### src/hdl/ata_pkg.sv
// Shared types, widths and constants for the accelerometer tilt angle pipeline.
package ata_pkg;

	localparam int AX_W = 16;
	localparam int PITCH_W = 15;
	localparam int ROLL_W = 16;
	localparam int HEAD_W = 16;

	localparam int CORDIC_STAGES = 16;
	localparam int ANGLE_FRAC_BITS = 7;

	localparam int ACC_FRAC = 20;
	localparam int TABLE_LEN = 24;
	localparam int STG_W = $clog2(TABLE_LEN);
	localparam int MAG_FRAC = 8;

	localparam int PROD_W = 2 * AX_W;
	localparam int SUM_W = PROD_W;
	localparam int RAD_W = SUM_W + 2 * MAG_FRAC;
	localparam int SQ_W = RAD_W / 2;
	localparam int SQ_STEPS = SQ_W;
	localparam int REM_W = SQ_W + 3;

	localparam int ARG_W = SQ_W + 1;
	localparam int X_W = ARG_W + MAG_FRAC + 3;
	localparam int Z_W = 31;
	localparam int ROUND_SH = ACC_FRAC - ANGLE_FRAC_BITS;
	localparam int ANG_W = Z_W - ROUND_SH + 1;
	localparam int LIMD_W = 8;

	localparam int DLY = 2 + SQ_STEPS;
	localparam int PIPE_LAT = DLY + 1 + CORDIC_STAGES + 3;

	localparam logic signed [Z_W-1:0] Z_DEG90 = Z_W'(90 * (1 << ACC_FRAC));
	localparam logic signed [Z_W-1:0] Z_DEG180 = Z_W'(180 * (1 << ACC_FRAC));
	localparam logic [Z_W-1:0] RND_HALF = Z_W'(1) << (ROUND_SH - 1);

	localparam logic [LIMD_W-1:0] PITCH_LIM_DEG = LIMD_W'(90);
	localparam logic [LIMD_W-1:0] FULL_LIM_DEG = LIMD_W'(180);
	localparam int PITCH_LIM = 90 * (1 << ANGLE_FRAC_BITS);
	localparam int FULL_LIM = 180 * (1 << ANGLE_FRAC_BITS);

	typedef struct packed {
		logic signed [AX_W-1:0] accel_x;
		logic signed [AX_W-1:0] accel_y;
		logic signed [AX_W-1:0] accel_z;
	} sample_t;

	typedef struct packed {
		logic signed [PITCH_W-1:0] pitch_angle;
		logic signed [ROLL_W-1:0] roll_angle;
		logic signed [HEAD_W-1:0] heading_angle;
	} angles_t;

	typedef struct packed {
		logic [RAD_W-1:0] rad;
		logic [REM_W-1:0] rem;
		logic [SQ_W-1:0] root;
	} sqrt_t;

	typedef struct packed {
		logic run;
		logic signed [X_W-1:0] x;
		logic signed [X_W-1:0] y;
		logic signed [Z_W-1:0] z;
	} cordic_t;

	function automatic logic signed [Z_W-1:0] atan_val(input logic [STG_W-1:0] idx);
		case (idx)
			0: atan_val = Z_W'(47185920);
			1: atan_val = Z_W'(27855475);
			2: atan_val = Z_W'(14718068);
			3: atan_val = Z_W'(7471121);
			4: atan_val = Z_W'(3750058);
			5: atan_val = Z_W'(1876857);
			6: atan_val = Z_W'(938658);
			7: atan_val = Z_W'(469357);
			8: atan_val = Z_W'(234682);
			9: atan_val = Z_W'(117342);
			10: atan_val = Z_W'(58671);
			11: atan_val = Z_W'(29335);
			12: atan_val = Z_W'(14668);
			13: atan_val = Z_W'(7334);
			14: atan_val = Z_W'(3667);
			15: atan_val = Z_W'(1833);
			16: atan_val = Z_W'(917);
			17: atan_val = Z_W'(458);
			18: atan_val = Z_W'(229);
			19: atan_val = Z_W'(115);
			20: atan_val = Z_W'(57);
			21: atan_val = Z_W'(29);
			22: atan_val = Z_W'(14);
			23: atan_val = Z_W'(7);
			default: atan_val = '0;
		endcase
	endfunction

endpackage

### src/hdl/ata_sqrt_cell.sv
// One radix-2 step (two radicand bits in, one root bit out) of the pipelined integer square root.
module ata_sqrt_cell import ata_pkg::*; (
	input logic clk,
	input logic en,
	input sqrt_t din,
	output sqrt_t dout
);

	logic [REM_W-1:0] cur;
	logic [REM_W-1:0] trial;
	logic ge;
	sqrt_t nxt;
	sqrt_t cell_q;

	always_comb begin
		cur = {din.rem[REM_W-3:0], din.rad[RAD_W-1 -: 2]};
		trial = REM_W'({din.root, 2'b01});
		ge = (cur >= trial);
		nxt.rad = din.rad << 2;
		nxt.rem = ge ? cur - trial : cur;
		nxt.root = {din.root[SQ_W-2:0], ge};
	end

	always_ff @(posedge clk) begin
		if (en) begin
			cell_q <= nxt;
		end
	end

	assign dout = cell_q;

endmodule

### config.mk
export PLATFORM = sky130hd
export DESIGN_NAME = ata_sqrt_cell
export DESIGN_NICKNAME = d
export VERILOG_FILES = /design/src/hdl/ata_pkg.sv /design/src/hdl/ata_sqrt_cell.sv
export SDC_FILE = /design/constraint.sdc
export NUM_CORES = 1
export LEC_CHECK = 0
export ABC_AREA = 1
export ABC_CLOCK_PERIOD_IN_PS = 2000
export CAP_MARGIN = 10
export CORE_ASPECT_RATIO = 1.1
export CORE_UTILIZATION = 40
export CTS_BUF_LIST = sky130_fd_sc_hd__clkbuf_4 sky130_fd_sc_hd__clkbuf_8 sky130_fd_sc_hd__clkbuf_16
export CTS_CLUSTER_DIAMETER = 80
export DETAILED_ROUTE_END_ITERATION = 10
export DONT_BUFFER_PORTS = 1
export PLACE_DENSITY = 0.57
export SETUP_SLACK_MARGIN = 0.4
export SLEW_MARGIN = 20
export SYNTH_ARGS = -nofsm -noshare
export SYNTH_HDL_FRONTEND = slang
export SYNTH_SLANG_ARGS = --single-unit
### constraint.sdc
create_clock -name clk -period 2 [get_ports clk]
set_input_delay 0.3 -clock clk [delete_from_list [all_inputs] [get_ports clk]]
set_output_delay 0.3 -clock clk [all_outputs]
set_load 0.005 [all_outputs]
==> results by group <==
CTS
  – CTS Buf Count: 9
  – Hold Buf Count CTS: 0
  – Clock slew at reported path FFs: 0.07 ns
  – H-tree Lvls: 3
  – Max Buffers Root-to-Sink: 2
  – Root buffer cell: clkbuf_16
  – Clk sink count: 97
  – CTS tree: built

Finish
  – Area of the multi-input gates: 2589 um2
  – Share of layout cells above drive strength 1: 36.80%
  – Register area: 2913 um2
  – Fin util: 55.44%
  – Max reg flops: 97
  – Nets@finish: 835
  – Fill count: 1185
  – # diodes: 0
  – Post-route cell area: 7295 um2
  – Layout Cells excl Fill: 873
  – Area grow syn2layout: 35.93%

Floorplan
  – Die outline area: 13880 um2
  – Initial core utilization: 40.79%
  – IO Count: 200
  – Num rows: 44
  – Core area: 13160 um2
  – DIE HEIGHT: 123.5 um
  – Die width: 112.4 um

Critical path
  – Worst path depth: 14
  – Critical-path cell list: inv_8 -> ha_4 -> nand2_4 -> inv_1 -> nand2_2 -> nand3_4 -> nand2_2 -> nand2_2 -> nand2_2 -> nand2_2 -> nor2_4 -> buf_12 -> buf_12 -> a21oi_2
  – CP most frequent cell: nand2_2
  – CP max stage cell: ha_4
  – Startpoint Class: input pin
  – Critical path class: in2reg
  – CP startpoint: din[12]
  – Crit-path max FO: 7
  – CP Data Arrival Time: 1.77 ns
  – CP peak stage delay: 0.25 ns
  – Buffers and inverters on the worst path: 4
  – Cell family with most CP delay: simple AND/OR/NAND/NOR gates
  – Setup crit end kind: register
  – Req. time, crit path: 2.11 ns

Timing
  – Worst Hold Margin: 0.03587 ns
  – Unrepaired setup endpoints after global routing: true
  – Fin. Hold Viols: 0
  – Period utilization: 82.56%
  – FMAX: 0.6056 GHz
  – Final setup viols: 0
  – Final slew viol count: 0
  – Minimum clock period: 1.651 ns

Worst hold path
  – Worst Hold Path Cells: 0
  – Hold_sp: din[22]
  – Hold Path Class: in2reg

Global route
  – Initial antenna violation count: 0
  – First-pass GRT wire length: 20000 um
  – Grt ovf: 0
  – Largest net degree at the start of global routing: 98
  – Overall Global Routing Usage: 19.40%
  – Vias in the first global route: 3872

Power
  – Power Density: 793.0 nW/um2
  – Net Switching: 0.001474 W
  – Internal Pwr Total: 0.004311 W
  – Leak: 3.352 nW
  – Reg power frac: 44.8%
  – Max IR drop VDD: 0.3289 mV
  – Clock power share: 33.7%
  – Switch share: 25.48%
  – Tot Pwr: 0.005784 W
  – Combinational power share: 21.5%

Routing
  – Via density: 4.762
  – WL/cell: 16.07 um
  – DRC viols: 0
  – ANT nets after route: 0
  – Total wire length: 14030 um
  – Initial DRC Count: 220
  – Drt first pass iters: 4
  – DR vias: 4157

Yosys
  – Yosys warns: 0
  – Synthesized area: 5366 um2
  – Synth Instances: 619
  – #FFs+latches synth: 97
  – Seq/Total Area, Yosys: 54.28%
  – Mean Syn Cell Area: 8.669 um2
  – Unique masters post-synth: 27

Placement
  – Port bufs: 0
  – Final HPWL DP: 10580 um
  – Placed cell count: 841
  – Gpl congestion: 0.8443
  – Placed Area: 6425 um2

Job
  – Maxcap violations: 0

Outcome
  – Status: completed
cells in the mapped netlist:
cell / count / share of area (%)
nor2_1: 36 / 2.5
a21oi_1: 14 / 1.3
clkinv_1: 1 / 0.070
xnor2_1: 10 / 1.6
or2_2: 1 / 0.12
nand3_2: 1 / 0.19
nor2_2: 3 / 0.35
nand4_1: 5 / 0.58
buf_4: 3 / 0.42
nor3_1: 1 / 0.093
nand3_1: 31 / 2.9
o21ai_2: 6 / 0.98
inv_2: 1 / 0.070
inv_1: 124 / 8.7
nand2_1: 233 / 16
conb_1: 1 / 0.070
o21ai_0: 8 / 0.75
a21oi_2: 1 / 0.16
nor3_2: 1 / 0.19
ha_1: 26 / 6.1
buf_6: 3 / 0.63
nand3b_1: 4 / 0.56
nand2_2: 1 / 0.12
buf_2: 1 / 0.093
edfxtp_1: 97 / 54
o21ai_1: 1 / 0.093
xor2_1: 5 / 0.82
worst paths after layout:
path | slack [ns] | to
worst max-delay path | 0.35 | dout[50]
worst min-delay path | 0.04 | dout[23]
cell usage in the layout (no fill, tap or decap), types with 6 or more instances in the layout:
| cell type | instances |
|---|---|
| nand2_2 | 56 |
| nor2_1 | 21 |
| nor2_4 | 6 |
| ha_4 | 23 |
| nand3_2 | 7 |
| clkbuf_16 | 12 |
| o21ai_2 | 8 |
| nor2_2 | 12 |
| nand2_4 | 14 |
| nand3_1 | 24 |
| xnor2_1 | 10 |
| inv_2 | 25 |
| nand2_1 | 164 |
| edfxtp_1 | 97 |
| buf_4 | 72 |
| a21oi_1 | 12 |
| inv_1 | 95 |
layer usage:
layer  share of wire [%]  GRT usage [%]
met5                   0              0
met4                 1.3          6.500
met3                 7.4          6.618
met2                  48          33.39
met1                  43          22.75
timing repair:
| item | in CTS | in global routing |
|---|---|---|
| endpoints found under the setup margin | 27 | 27 |
| pin swaps | 5 | 38 |
| setup buffers | 5 | 8 |
| resized for setup | 27 | 97 |
| cloned | 0 | 4 |
kinds of logic after synthesis:
group | count (synthesis) | synth area share [%]
adders and majority gates | 26 | 6.062
buffers and inverters | 133 | 9.955
DFF | 97 | 54.28
other | 1 | 0.06988
xor gates and xnor gates | 15 | 2.448
AOI/OAI and AO/OA | 30 | 3.287
and+or+nand+nor | 317 | 23.90
stage by stage:
| stage | worst slack, ns | TNS, ns |
|---|---|---|
| floorplan | 0.1350 | 0 |
| global placement | -0.1221 | -1.888 |
| detailed placement | -0.1494 | -2.451 |
| CTS | 0.3366 | 0 |
| global route | 0.2726 | 0 |
| finish | 0.3488 | 0 |
power by group through the flow:
stage	registers [W]	logic (W)	clock network [W]
5_1_grt	0.00261	0.00137	0.00208
3_3_place_gp	0.00264	0.00103	0
3_5_place_dp	0.00264	0.00104	0
2_1_floorplan	0.00260	0.000678	0
4_1_cts	0.00260	0.00108	0.00201
6_report	0.00259	0.00124	0.00195
area by class of cell:
type,count,share of cell area (%)
Clock buffer,9,3.087
Clock inverter,6,1.544
Inverter,126,6.827
Multi-Input combinational cell,390,35.49
Sequential cell,97,39.93
Tap cell,161,2.762
Timing Repair Buffer,84,10.36
Note: power is estimated with default switching activity, not from simulation.
